$ cat src/cnsp_pkg.sv
// Shared types, codes and character tables for the cpio newc stream parser.
package cnsp_pkg;

  localparam logic [1:0] KIND_NAME    = 2'd0;
  localparam logic [1:0] KIND_RECORD  = 2'd1;
  localparam logic [1:0] KIND_TRAILER = 2'd2;
  localparam logic [1:0] KIND_BAD     = 2'd3;

  localparam int unsigned HDR_LEN     = 110;
  localparam int unsigned MAGIC_LEN   = 6;
  localparam int unsigned TRAILER_LEN = 10;
  // last digit of the filesize and namesize fields within the header
  localparam int unsigned FSIZE_LAST  = 61;
  localparam int unsigned NSIZE_LAST  = 101;

  typedef struct packed {
    logic       start_of_archive;
    logic [7:0] byte_value;
  } in_item_t;

  typedef struct packed {
    logic [1:0]  kind;
    logic [7:0]  name_char;
    logic [31:0] file_size;
    logic [31:0] name_size;
    logic [31:0] data_offset;
  } res_t;

  function automatic logic [3:0] hex_nibble(input logic [7:0] b);
    logic [3:0] v;
    v = 4'd0;
    if (b >= 8'h30 && b <= 8'h39) v = 4'(b - 8'h30);
    else if (b >= 8'h41 && b <= 8'h46) v = 4'(b - 8'h41 + 8'd10);
    else if (b >= 8'h61 && b <= 8'h66) v = 4'(b - 8'h61 + 8'd10);
    return v;
  endfunction

  function automatic logic [7:0] magic_char(input logic [2:0] idx);
    logic [7:0] c;
    case (idx)
      3'd0:    c = 8'h30;
      3'd1:    c = 8'h37;
      3'd2:    c = 8'h30;
      3'd3:    c = 8'h37;
      3'd4:    c = 8'h30;
      3'd5:    c = 8'h31;
      default: c = 8'h00;
    endcase
    return c;
  endfunction

  function automatic logic [7:0] trailer_char(input logic [3:0] idx);
    logic [7:0] c;
    case (idx)
      4'd0:    c = 8'h54; // T
      4'd1:    c = 8'h52; // R
      4'd2:    c = 8'h41; // A
      4'd3:    c = 8'h49; // I
      4'd4:    c = 8'h4c; // L
      4'd5:    c = 8'h45; // E
      4'd6:    c = 8'h52; // R
      4'd7:    c = 8'h21; // !
      4'd8:    c = 8'h21;
      4'd9:    c = 8'h21;
      default: c = 8'h00;
    endcase
    return c;
  endfunction

endpackage

$ cat src/cpio_newc_stream_parser.sv
// Top level of the cpio newc stream parser: input register, decode step, result buffer.
//
// Feed the archive one byte per item on the in_ channel; set in_start_of_archive
// on the first byte of each archive to restart parsing from position zero.
// Results leave on the out_ channel: name characters, one entry record per file
// (sizes and the 4-aligned data offset), a trailer mark or a bad-magic mark.
// Bytes that produce nothing (header digits, padding, file data) are consumed
// silently. After a trailer or bad magic all bytes are dropped until the next
// start byte.
// A result passes the input register and then the result buffer before it is valid
// at the out_ ports. Throughput: one byte per cycle while the result buffer has room;
// every byte passes one register stage and one decode step, and the decode
// state updates once per byte.
// The result buffer holds two items; when out_stall holds it full, in_stall
// rises and the byte held in the input register waits.
// Reset (rst_n low, synchronous) empties both stages and returns the parser to
// the magic phase at position zero, as if an archive had started.
module cpio_newc_stream_parser #(
  parameter int POSITION_BITS = 32
) (
  input  logic        clk,
  input  logic        rst_n,
  input  logic        in_valid,
  output logic        in_stall,
  input  logic        in_start_of_archive,
  input  logic [7:0]  in_byte_value,
  output logic        out_valid,
  input  logic        out_stall,
  output logic [1:0]  out_kind,
  output logic [7:0]  out_name_char,
  output logic [31:0] out_file_size,
  output logic [31:0] out_name_size,
  output logic [31:0] out_data_offset
);

  cnsp_pkg::in_item_t item_r;
  logic               item_v_r, item_v_nxt;
  logic               fifo_full, fifo_ne, res_push, step_fire, in_fire, out_fire;
  cnsp_pkg::res_t     res_data, head;

  // advance the held byte whenever the result buffer has room
  assign step_fire  = item_v_r && !fifo_full;
  assign in_stall   = item_v_r && fifo_full;
  assign in_fire    = in_valid && !in_stall;
  assign item_v_nxt = in_fire || (item_v_r && !step_fire);
  assign out_fire   = fifo_ne && !out_stall;

  always_ff @(posedge clk) begin
    if (!rst_n) begin
      item_v_r <= 1'b0;
    end else begin
      item_v_r <= item_v_nxt;
    end
  end

  always_ff @(posedge clk) begin
    if (in_fire) begin
      item_r.start_of_archive <= in_start_of_archive;
      item_r.byte_value       <= in_byte_value;
    end
  end

  cnsp_step #(
    .POSITION_BITS(POSITION_BITS)
  ) u_step (
    .clk      (clk),
    .rst_n    (rst_n),
    .step_fire(step_fire),
    .step_item(item_r),
    .res_push (res_push),
    .res_data (res_data)
  );

  cnsp_out_fifo u_fifo (
    .clk      (clk),
    .rst_n    (rst_n),
    .push     (res_push),
    .push_data(res_data),
    .pop      (out_fire),
    .full     (fifo_full),
    .not_empty(fifo_ne),
    .head     (head)
  );

  assign out_valid       = fifo_ne;
  assign out_kind        = head.kind;
  assign out_name_char   = head.name_char;
  assign out_file_size   = head.file_size;
  assign out_name_size   = head.name_size;
  assign out_data_offset = head.data_offset;

  a_stall_only_full: assert property (@(posedge clk) disable iff (!rst_n)
    in_stall |-> item_v_r && fifo_full)
    else $error("input stalled without a full result buffer");

  a_held_item_kept: assert property (@(posedge clk) disable iff (!rst_n)
    item_v_r && !step_fire |=> item_v_r)
    else $error("held byte lost while waiting");

  a_push_needs_item: assert property (@(posedge clk) disable iff (!rst_n)
    res_push |-> step_fire)
    else $error("result pushed without a byte");

endmodule

$ cat src/cnsp_step.sv
// Parser state and the per-byte decode step that produces at most one result.
module cnsp_step #(
  parameter int POSITION_BITS = 32
) (
  input  logic              clk,
  input  logic              rst_n,
  input  logic              step_fire,
  input  cnsp_pkg::in_item_t step_item,
  output logic              res_push,
  output cnsp_pkg::res_t    res_data
);

  typedef enum logic [1:0] {PH_MAGIC, PH_HEADER, PH_NAME, PH_SKIP} phase_t;

  localparam int RELW  = 34;
  localparam int SKIPW = 35;

  phase_t                   phase_r, phase_nxt, c_phase;
  logic [POSITION_BITS-1:0] pos_r, pos_nxt, c_pos;
  logic [POSITION_BITS-1:0] es_r, es_nxt, c_es;
  logic [31:0]              fc_r, fc_nxt, c_fc;
  logic [31:0]              acc_r, acc_nxt, c_acc;
  logic [31:0]              ns_r, ns_nxt, c_ns;
  logic [31:0]              fs_r, fs_nxt, c_fs;
  logic [RELW-1:0]          rel_r, rel_nxt;
  logic [SKIPW-1:0]         skip_r, skip_nxt;
  logic                     mok_r, mok_nxt, c_mok;
  logic                     trl_r, trl_nxt, c_trl;
  logic                     ended_r, ended_nxt, c_ended;
  logic                     halted_r, halted_nxt, c_halted;
  logic                     go, do_finish, push;
  logic [2:0]               digit_idx;
  logic [POSITION_BITS-1:0] data_pos;
  logic [7:0]               b;
  cnsp_pkg::res_t           res;

  always_comb begin
    b = step_item.byte_value;
    // a start byte sees the reset state
    c_phase  = step_item.start_of_archive ? PH_MAGIC : phase_r;
    c_pos    = step_item.start_of_archive ? '0 : pos_r;
    c_es     = step_item.start_of_archive ? '0 : es_r;
    c_fc     = step_item.start_of_archive ? '0 : fc_r;
    c_acc    = step_item.start_of_archive ? '0 : acc_r;
    c_ns     = step_item.start_of_archive ? '0 : ns_r;
    c_fs     = step_item.start_of_archive ? '0 : fs_r;
    c_mok    = step_item.start_of_archive ? 1'b1 : mok_r;
    c_trl    = step_item.start_of_archive ? 1'b1 : trl_r;
    c_ended  = step_item.start_of_archive ? 1'b0 : ended_r;
    c_halted = step_item.start_of_archive ? 1'b0 : halted_r;

    phase_nxt  = c_phase;
    pos_nxt    = c_pos;
    es_nxt     = c_es;
    fc_nxt     = c_fc;
    acc_nxt    = c_acc;
    ns_nxt     = c_ns;
    fs_nxt     = c_fs;
    mok_nxt    = c_mok;
    trl_nxt    = c_trl;
    ended_nxt  = c_ended;
    halted_nxt = c_halted;
    rel_nxt    = rel_r;
    skip_nxt   = skip_r;
    go         = 1'b0;
    do_finish  = 1'b0;
    push       = 1'b0;
    digit_idx  = c_fc[2:0] - 3'(cnsp_pkg::MAGIC_LEN);
    data_pos   = c_es + POSITION_BITS'(rel_r);
    res        = '0;

    if (!c_halted) begin
      pos_nxt = c_pos + POSITION_BITS'(1);
      go = 1'b1;
      if (c_phase == PH_SKIP) begin
        if (c_pos != c_es) begin
          go = 1'b0;
        end else begin
          phase_nxt = PH_MAGIC;
          fc_nxt    = '0;
          mok_nxt   = 1'b1;
        end
      end
    end

    if (go) begin
      unique case (phase_nxt)
        PH_MAGIC: begin
          if (b != cnsp_pkg::magic_char(fc_nxt[2:0])) mok_nxt = 1'b0;
          fc_nxt = fc_nxt + 32'd1;
          if (fc_nxt >= 32'(cnsp_pkg::MAGIC_LEN)) begin
            if (!mok_nxt) begin
              push       = 1'b1;
              res.kind   = cnsp_pkg::KIND_BAD;
              halted_nxt = 1'b1;
            end else begin
              phase_nxt = PH_HEADER;
            end
          end
        end
        PH_HEADER: begin
          acc_nxt = ((digit_idx == 3'd0) ? 32'd0 : c_acc << 4)
                    | 32'(cnsp_pkg::hex_nibble(b));
          if (c_fc == 32'(cnsp_pkg::FSIZE_LAST)) fs_nxt = acc_nxt;
          if (c_fc == 32'(cnsp_pkg::NSIZE_LAST)) begin
            ns_nxt  = acc_nxt;
            rel_nxt = (RELW'(acc_nxt) + RELW'(cnsp_pkg::HDR_LEN + 3)) & ~RELW'(3);
          end
          // name and file sizes are settled: precompute the entry length
          if (c_fc == 32'(cnsp_pkg::NSIZE_LAST + 1)) begin
            skip_nxt = (SKIPW'(rel_r) + SKIPW'(c_fs) + SKIPW'(3)) & ~SKIPW'(3);
          end
          fc_nxt = c_fc + 32'd1;
          if (fc_nxt >= 32'(cnsp_pkg::HDR_LEN)) begin
            fc_nxt    = '0;
            trl_nxt   = 1'b1;
            ended_nxt = 1'b0;
            if (c_ns == 32'd0) begin
              trl_nxt   = 1'b0;
              do_finish = 1'b1;
            end else begin
              phase_nxt = PH_NAME;
            end
          end
        end
        PH_NAME: begin
          if (c_fc == c_ns - 32'd1) begin
            if (!c_ended && c_fc != 32'(cnsp_pkg::TRAILER_LEN)) trl_nxt = 1'b0;
            do_finish = 1'b1;
          end else begin
            fc_nxt = c_fc + 32'd1;
            if (!c_ended) begin
              if (b == 8'd0) begin
                ended_nxt = 1'b1;
                if (c_fc != 32'(cnsp_pkg::TRAILER_LEN)) trl_nxt = 1'b0;
              end else begin
                if (c_fc < 32'(cnsp_pkg::TRAILER_LEN)) begin
                  if (b != cnsp_pkg::trailer_char(c_fc[3:0])) trl_nxt = 1'b0;
                end else begin
                  trl_nxt = 1'b0;
                end
                push          = 1'b1;
                res.kind      = cnsp_pkg::KIND_NAME;
                res.name_char = b;
              end
            end
          end
        end
        PH_SKIP: begin
          go = 1'b1;
        end
        default: begin
          go = 1'b1;
        end
      endcase
    end

    if (do_finish) begin
      push = 1'b1;
      if (trl_nxt) begin
        res.kind   = cnsp_pkg::KIND_TRAILER;
        halted_nxt = 1'b1;
      end else begin
        res.kind        = cnsp_pkg::KIND_RECORD;
        res.file_size   = c_fs;
        res.name_size   = c_ns;
        res.data_offset = 32'(data_pos);
        es_nxt          = c_es + POSITION_BITS'(skip_r);
        phase_nxt       = PH_SKIP;
      end
    end
  end

  assign res_push = step_fire && push;
  assign res_data = res;

  always_ff @(posedge clk) begin
    if (!rst_n) begin
      phase_r  <= PH_MAGIC;
      pos_r    <= '0;
      es_r     <= '0;
      fc_r     <= '0;
      acc_r    <= '0;
      ns_r     <= '0;
      fs_r     <= '0;
      mok_r    <= 1'b1;
      trl_r    <= 1'b1;
      ended_r  <= 1'b0;
      halted_r <= 1'b0;
    end else if (step_fire) begin
      phase_r  <= phase_nxt;
      pos_r    <= pos_nxt;
      es_r     <= es_nxt;
      fc_r     <= fc_nxt;
      acc_r    <= acc_nxt;
      ns_r     <= ns_nxt;
      fs_r     <= fs_nxt;
      mok_r    <= mok_nxt;
      trl_r    <= trl_nxt;
      ended_r  <= ended_nxt;
      halted_r <= halted_nxt;
    end
  end

  always_ff @(posedge clk) begin
    if (step_fire) begin
      rel_r  <= rel_nxt;
      skip_r <= skip_nxt;
    end
  end

  a_end_halts: assert property (@(posedge clk) disable iff (!rst_n)
    res_push && (res_data.kind == cnsp_pkg::KIND_BAD || res_data.kind == cnsp_pkg::KIND_TRAILER)
    |=> halted_r)
    else $error("archive end did not halt the parser");

  a_record_skips: assert property (@(posedge clk) disable iff (!rst_n)
    res_push && res_data.kind == cnsp_pkg::KIND_RECORD |=> phase_r == PH_SKIP)
    else $error("entry record not followed by skip phase");

  a_halted_quiet: assert property (@(posedge clk) disable iff (!rst_n)
    halted_r && step_fire && !step_item.start_of_archive |-> !res_push)
    else $error("result produced while halted");

endmodule

$ cat src/cnsp_out_fifo.sv
// Two-entry result buffer between the decode step and the output channel.
module cnsp_out_fifo (
  input  logic           clk,
  input  logic           rst_n,
  input  logic           push,
  input  cnsp_pkg::res_t push_data,
  input  logic           pop,
  output logic           full,
  output logic           not_empty,
  output cnsp_pkg::res_t head
);

  cnsp_pkg::res_t mem_r [2];
  logic           wp_r, wp_nxt, rp_r, rp_nxt;
  logic [1:0]     cnt_r, cnt_nxt;

  always_comb begin
    wp_nxt  = push ? ~wp_r : wp_r;
    rp_nxt  = pop ? ~rp_r : rp_r;
    cnt_nxt = cnt_r + {1'b0, push} - {1'b0, pop};
  end

  always_ff @(posedge clk) begin
    if (!rst_n) begin
      wp_r  <= 1'b0;
      rp_r  <= 1'b0;
      cnt_r <= 2'd0;
    end else begin
      wp_r  <= wp_nxt;
      rp_r  <= rp_nxt;
      cnt_r <= cnt_nxt;
    end
  end

  always_ff @(posedge clk) begin
    if (push) mem_r[wp_r] <= push_data;
  end

  assign full      = (cnt_r == 2'd2);
  assign not_empty = (cnt_r != 2'd0);
  assign head      = mem_r[rp_r];

  a_cnt_range: assert property (@(posedge clk) disable iff (!rst_n) cnt_r <= 2'd2)
    else $error("result buffer count out of range");

  a_no_overflow: assert property (@(posedge clk) disable iff (!rst_n) full |-> !push)
    else $error("push into full result buffer");

  a_no_underflow: assert property (@(posedge clk) disable iff (!rst_n) !not_empty |-> !pop)
    else $error("pop from empty result buffer");

endmodule
$ cat config.mk
export PLATFORM = sky130hd
export DESIGN_NAME = cpio_newc_stream_parser
export DESIGN_NICKNAME = d
export VERILOG_FILES = /design/src/cnsp_pkg.sv /design/src/cpio_newc_stream_parser.sv /design/src/cnsp_step.sv /design/src/cnsp_out_fifo.sv
export SDC_FILE = /design/constraint.sdc
export NUM_CORES = 1
export LEC_CHECK = 0
export ABC_AREA = 1
export BUFFER_PORTS_ARGS = -buffer_cell sky130_fd_sc_hd__buf_2
export CORE_MARGIN = 3
export CORE_UTILIZATION = 40
export DETAILED_ROUTE_END_ITERATION = 10
export GPL_ROUTABILITY_DRIVEN = 0
export HOLD_SLACK_MARGIN = 0.06
export SLEW_MARGIN = 25
export SYNTH_ARGS = -nofsm -noshare
export SYNTH_HDL_FRONTEND = slang
export SYNTH_HIERARCHICAL = 1
export SYNTH_SLANG_ARGS = --single-unit
export TNS_END_PERCENT = 100
$ cat constraint.sdc
create_clock -name clk -period 11.6 [get_ports clk]
set_input_delay 2.9 -clock clk [delete_from_list [all_inputs] [get_ports clk]]
set_output_delay 2.9 -clock clk [all_outputs]
set_load 0.05 [all_outputs]
=== Yosys cells after proc, flatten, opt, wreduce, memory -nomap -nowiden ===
Memory sizes are Yosys's and may differ from the RTL's. A register that Yosys moved wholly into a read port is not among the register bits.
Cells that the tools add are included.

* Add/sub/neg operators: 17
* Magnitude comparators: 9
* Eq/ne operators: 17
* Multiplexer cells: 118
* Bitwise logic cells: 3
* Reduce and logical (&&, ||, !) cells: 26

{| class="wikitable"
|+ Operator list
! kind !! number
|-
| two-way mux 32 bit || 24
|-
| two-way mux 96 bit || 2
|-
| adder 32 x 1 -> 32 bit, second input constant || 3
|-
| adder 32 bit || 3
|-
| one-hot mux 32 bit (3 select lines) || 1
|-
| two-way mux 8 bit || 10
|-
| == test 32 x 7 -> 1 bit, second input constant || 2
|-
| two-way mux 1 bit || 51
|-
| adder 32 x 2 -> 32 bit, second input constant || 1
|-
| adder 32 x 7 -> 32 bit, second input constant || 1
|-
| == test 32 bit || 1
|-
| == test 32 x 6 -> 1 bit, second input constant || 1
|-
| greater-or-equal comparator 32 x 3 -> 1 bit, second input constant || 1
|-
| greater-or-equal comparator 32 x 7 -> 1 bit, second input constant || 1
|-
| logical NOT 32 bit || 1
|-
| less-than comparator 32 x 4 -> 1 bit, second input constant || 1
|-
| != test 32 bit || 1
|-
| != test 32 x 4 -> 1 bit, second input constant || 1
|-
| OR 32 x 4 -> 32 bit || 1
|-
| subtractor 32 x 1 -> 32 bit, second input constant || 1
|-
| two-way mux 10 bit || 3
|-
| two-way mux 2 bit || 15
|-
| two-way mux 4 bit || 5
|-
| one-hot mux 6 bit (3 select lines) || 1
|-
| other kinds (28) || 58
|}

* Bits in registers: 272
* RAM bits: 212
* Bits in read-only memories: 112
* Input port bits: 13
* Output and inout port bits: 108
* Logic and storage cells: 211
* Memories: 2

{| class="wikitable"
|+ Memories
! name !! words !! width !! read ports !! clocked after Yosys merged registers in !! write ports !! RTL line !! RTL
|-
| u_fifo.mem_r || 2 || 106 || 1 || 1 || 1 || cnsp_out_fifo.sv:13 || <nowiki>cnsp_pkg::res_t mem_r [2];</nowiki>
|-
| (no name shown) || 16 || 7 || 1 || 0 || 0 || cnsp_pkg.sv:54 || <nowiki>case (idx)</nowiki>
|}

=== Longest topological paths before layout ===
* Depth in word-level cells: 22
* Mapped depth: 40
* Mapped depth without buffers: 36

=== Hierarchy ===
The synthesis kept the hierarchy.

{| class="wikitable"
|+ By module, submodules not included
! module !! times used !! cells an instance !! area each (µm²) !! sequential area each (µm²)
|-
| cnsp_step || 1 || 3,894 || 23,465.0 || 5,685.5
|-
| cnsp_out_fifo || 1 || 363 || 8,032.7 || 6,466.2
|-
| cpio_newc_stream_parser || 1 || 20 || 335.3 || 290.3
|}

=== Worst setup path before layout ===
OpenSTA, ideal clock, no wires.

* Path kind: register -> register
* From: register item_r[8] in the netlist's numbering
* To: memory u_fifo/mem_r[0][0] in the netlist's numbering (enable)
* Setup time: 574 ps
* Arrival time: 8,143 ps
* Slack: 2,883 ps
* Stages on the path, launching flop included: 35
* Path buffers: 4
* Clock period less this slack: 8,717 ps
* Cells stage by stage: edfxtp_1 > buf_6 > buf_4 > nor2_1 > nand2_1 > nand2_1 > nor2_1 > nand2_1 > nor2_1 > nand2_1 > nor2_1 > nand2_1 > buf_4 > inv_2 > buf_2 > nor2_1 > ha_1 > inv_1 > nor2_1 > nand4_1 > nor2_1 > nand3_1 > inv_1 > nand2_1 > nand2_1 > nand2_1 > nand3_1 > nor2_1 > nand3_1 > nand2_1 > nand2_1 > nand2_1 > nand2_1 > inv_1 > nor2_1

* Cells in the longest elaborated chain, start to end: 22
* Elaborated cells between the ends (all ways): 62
* Classes of those cells: add/sub (3); order compare (2); eq/ne (11); mux (40); reduce/logical (6)

{| class="wikitable"
|+ RTL lines
! what !! RTL line !! RTL
|-
| from (decl) || cpio_newc_stream_parser.sv:36 || <nowiki>cnsp_pkg::in_item_t item_r;</nowiki>
|-
| parallel branches: the longest is 18 deep, another holds adder 32 x 1 -> 32 bit || - ||
|-
| two-way mux 1 bit * || cnsp_step.sv:158 || <nowiki>if (do_finish) begin</nowiki>
|-
| logical AND 1 bit * || cnsp_step.sv:174 || <nowiki>assign res_push = step_fire && push;</nowiki>
|-
| net res_push || cpio_newc_stream_parser.sv:38 || <nowiki>logic fifo_full, fifo_ne, res_push, step_fire, in_fire, out_fire;</nowiki>
|-
| two-way mux 1 bit * || cnsp_out_fifo.sv:36 || <nowiki>if (push) mem_r[wp_r] <= push_data;</nowiki>
|-
| two-way mux 1 bit (not written as such) * || cnsp_out_fifo.sv:36 ||
|-
| to (decl) || cnsp_out_fifo.sv:13 ||
|}

Mark *: on every way through the listed nets, which the timed path passes. The select of a mux whose other input is x is not followed.

=== Worst setup path after layout ===
* From: register item_r[8] in the netlist's numbering
* To: memory u_fifo/mem_r[1][29] in the netlist's numbering (enable)

The elaborated chain is that of the path after synthesis.

==> impl_metrics.csv <==
group,metric,value,unit
worst_setup_path,cp.arrival,7480,ps
floorplanning,rows,102,
finish,multi_input_area,16620,µm²
worst_setup_path,r2r_end,"u_fifo/mem_r[1][29]",
finish,final_util,0.4491,
synthesis,netlist_top_cells_area,"edfxtp_1, dfxtp_1, nand2_1",
place,port_buffers,120,
floorplanning,die_x,288.1,µm
synthesis,synth.net_count,4403,
grt,grt_max_degree,129,
synthesis,ys_ff_latch,481,
route,drtIter0Drc,3285,
clock_network,path_clk_slew,60,ps
timing,max_freq,138.1,MHz
worst_setup_path,cpPeakStageDelay,750,ps
clock_network,clk_path_buf_depth,3,
timing,hold_viol,0,
synthesis,yosys.area.top_type_share,0.2651,
worst_setup_path,endpoint,"u_fifo/mem_r[1][29]",
clock_network,cts.root.buffer_cell,"clkbuf_16",
worst_setup_path,crit_type,"reg -> reg",
worst_setup_path,regToRegSetupSlack,4360,ps
synthesis,avgSynthCellArea,7.443,µm²
finish,syn_to_final_growth,10.18,%
worst_setup_path,cp-startpoint,"item_r[8]",
clock_network,numCtsBuffers,55,
timing,fin_crit,7239,ps
floorplanning,fp.dieH,288.1,µm
outcome,status,"finished clean",
synthesis,yosysUniqueCellTypes,59,
synthesis,ys_async_sr_fraction,0,
synthesis,ys_seq_area_frac,0.3908,
hold_path,hold_depth,2,
synthesis,synth_edf_count,281,
route,route.detailed.drc,0,
synthesis,synth_top_flop_cell,"edfxtp_1",
power,peakVddDrop,0.0001444,V
route,wl_per_cell,19.51,µm
grt,grt_pass1_vias,27370,
place,dp_hpwl,78510,µm
hold_path,hold_class,"reg -> reg",
hold_path,worstHoldStart,"u_step/es_r[0]",
floorplanning,core-area,78100,µm²
worst_setup_path,r2r-start,"item_r[8]",
worst_setup_path,endpoint_kind,"register",
worst_setup_path,cpMostUsedCell,"nand2_1",
floorplanning,die_area,83000,µm²
synthesis,synth_area_leader_cell,"edfxtp_1",
power,p_leak,14.61,nW
worst_setup_path,crit_fanout,128,
grt,antenna_found_initial,1,
clock_network,clk_latency,620,ps
grt,gr-total-overflow,0,
clock_network,cts_hold_buf,0,
synthesis,yosys_warnings,6,
timing,drv_slew,0,
grt,grt.total_usage,0.2498,
worst_setup_path,startpoint_type,"register",
floorplanning,initial_core_util,0.4076,
finish,diodes,0,
synthesis,synth_cells,4277,
finish,fill_cells,7939,
route,vias_per_cell,5.442,
timing,setup_viol,0,
grt,grt_pass1_wl,161900,µm
timing,worstMarginPinSlew,992.5,ps
clock_network,post_cts_buffers,0,
timing,max_slew_margin,0.3383,
worst_setup_path,crit_slowest_cell,"buf_4",
run,cap_violations,0,
clock_network,cts_max_level,2,
synthesis,netlist_area,31830,µm²
worst_setup_path,r2r_cells,33,
route,dr.pass1.iters,9,
floorplanning,ios,121,
route,vias,29420,
finish,num-nets-final,4447,
power,powerDensity,149.8,nW/µm²
timing,period_share,0.6240,
finish,seq_area,12450,µm²
finish,layout-drive-gt1-share,0.09824,
worst_setup_path,required,11840,ps
route,ant_nets,0,
timing,setup-tns-final,0,ps
clock_network,cts.sinks,481,
clock_network,cts_tree,"built",
timing,rsz0062_at_grt,"no",
timing,final.setup_skew,19.45,ps
route,drt_wl_total,105500,µm
clock_network,cts.repair.resized,0,
cell usage in the layout (no fill, tap or decap), types with 53 or more instances in the layout:
cell type  count
a21oi_1      336
buf_2        120
clkbuf_16     56
dfxtp_1      199
edfxtp_1     281
ha_1         111
inv_1        521
mux2_2        67
nand2_1      907
nand3_1      227
nand4_1       53
nor2_1       613
nor3_1        78
o211ai_1      55
o21ai_0      228
xor2_1       107
worst min path at each step:
stage                     end  slack [ps]
3_5_place_dp   u_step/es_r[0]         450
5_1_grt        u_step/es_r[0]         470
6_report       u_step/es_r[0]         450
4_1_cts        u_step/es_r[0]         450
2_1_floorplan  u_step/es_r[0]         420
3_3_place_gp   u_step/es_r[0]         440
Yosys cell counts, types with 18 or more instances:
master      n
a21oi_1   336
a31oi_1    18
buf_2      32
clkbuf_1   92
dfxtp_1   200
edfxtp_1  281
ha_1      111
inv_1     522
mux2_2     67
mux2_4     40
nand2_1   907
nand3_1   228
nand4_1    53
nor2_1    618
nor2_2     28
nor3_1     78
o211ai_1   55
o21ai_0   228
o21bai_1   21
xnor2_1    40
xor2_1    107
power by group:
part	switching [mW]	leakage (nW)	internal (mW)
logic	1.06	9.49	0.393
clock network	0.735	0.901	1.06
registers	0.0783	4.22	1.92
total	1.88	14.6	3.38
stage by stage:
step / worst slack, ps / cells / area (µm²) / power [mW] / hold slack [ps]
after floorplan: 2883 / 4277 / 31830 / 3.123 / 425.0
after global placement: 4754 / 5303 / 33190 / 3.481 / 438.7
after detailed placement: 4558 / 5303 / 33190 / 3.479 / 445.3
after CTS: 4538 / 5406 / 35050 / 5.287 / 453.8
after global routing: 3612 / 5407 / 35070 / 5.481 / 473.4
final: 4361 / 5407 / 35070 / 5.253 / 454.5
area by class of cell:
type	instances	share of cell area
flip-flops and latches	481	0.3548
clock inverters	40	0.01241
multi-input cells	3101	0.4738
repair buffers	146	0.02340
clock buffers	63	0.04070
inverters	536	0.05772
well taps	1040	0.03710
flip-flops by register name (all words and copies together) (netlist names), 28 cells and up, named ones only:
| signal | count |
|---|---|
| u_step/acc_r | 28 |
| u_step/rel_r | 30 |
| u_step/fs_r | 32 |
| u_step/es_r | 32 |
| u_step/fc_r | 32 |
| u_step/ns_r | 32 |
| u_fifo/mem_r | 212 |
| u_step/skip_r | 30 |
| u_step/pos_r | 32 |
worst max-delay path: cells and delay by family (launching register included):
kind	cells	cell delay [ps]
fa+ha+maj	1	230
simple gates	25	3460
flops	1	480
buf+inv	7	2490
cell families after synthesis:
family	count (synthesis)	synth area share
buffers and inverters	695	0.08851
DFF	481	0.3908
AOI/OAI and AO/OA	747	0.1305
and+or+nand+nor	1985	0.2608
xor gates and xnor gates	149	0.04186
muxes	107	0.04257
adders and majority gates	113	0.04489
layer usage:
| layer | up-vias | track usage | wire [µm] |
|---|---|---|---|
| met3 | 239 | 0.03270 | 7800 |
| li1 | 14280 | - | - |
| met1 | 13750 | 0.3397 | 45200 |
| met2 | 1154 | 0.4047 | 48310 |
| met5 | - | 0 | 13 |
| met4 | 2 | 0.09562 | 4168 |
Power figures use the tool's default switching activity.
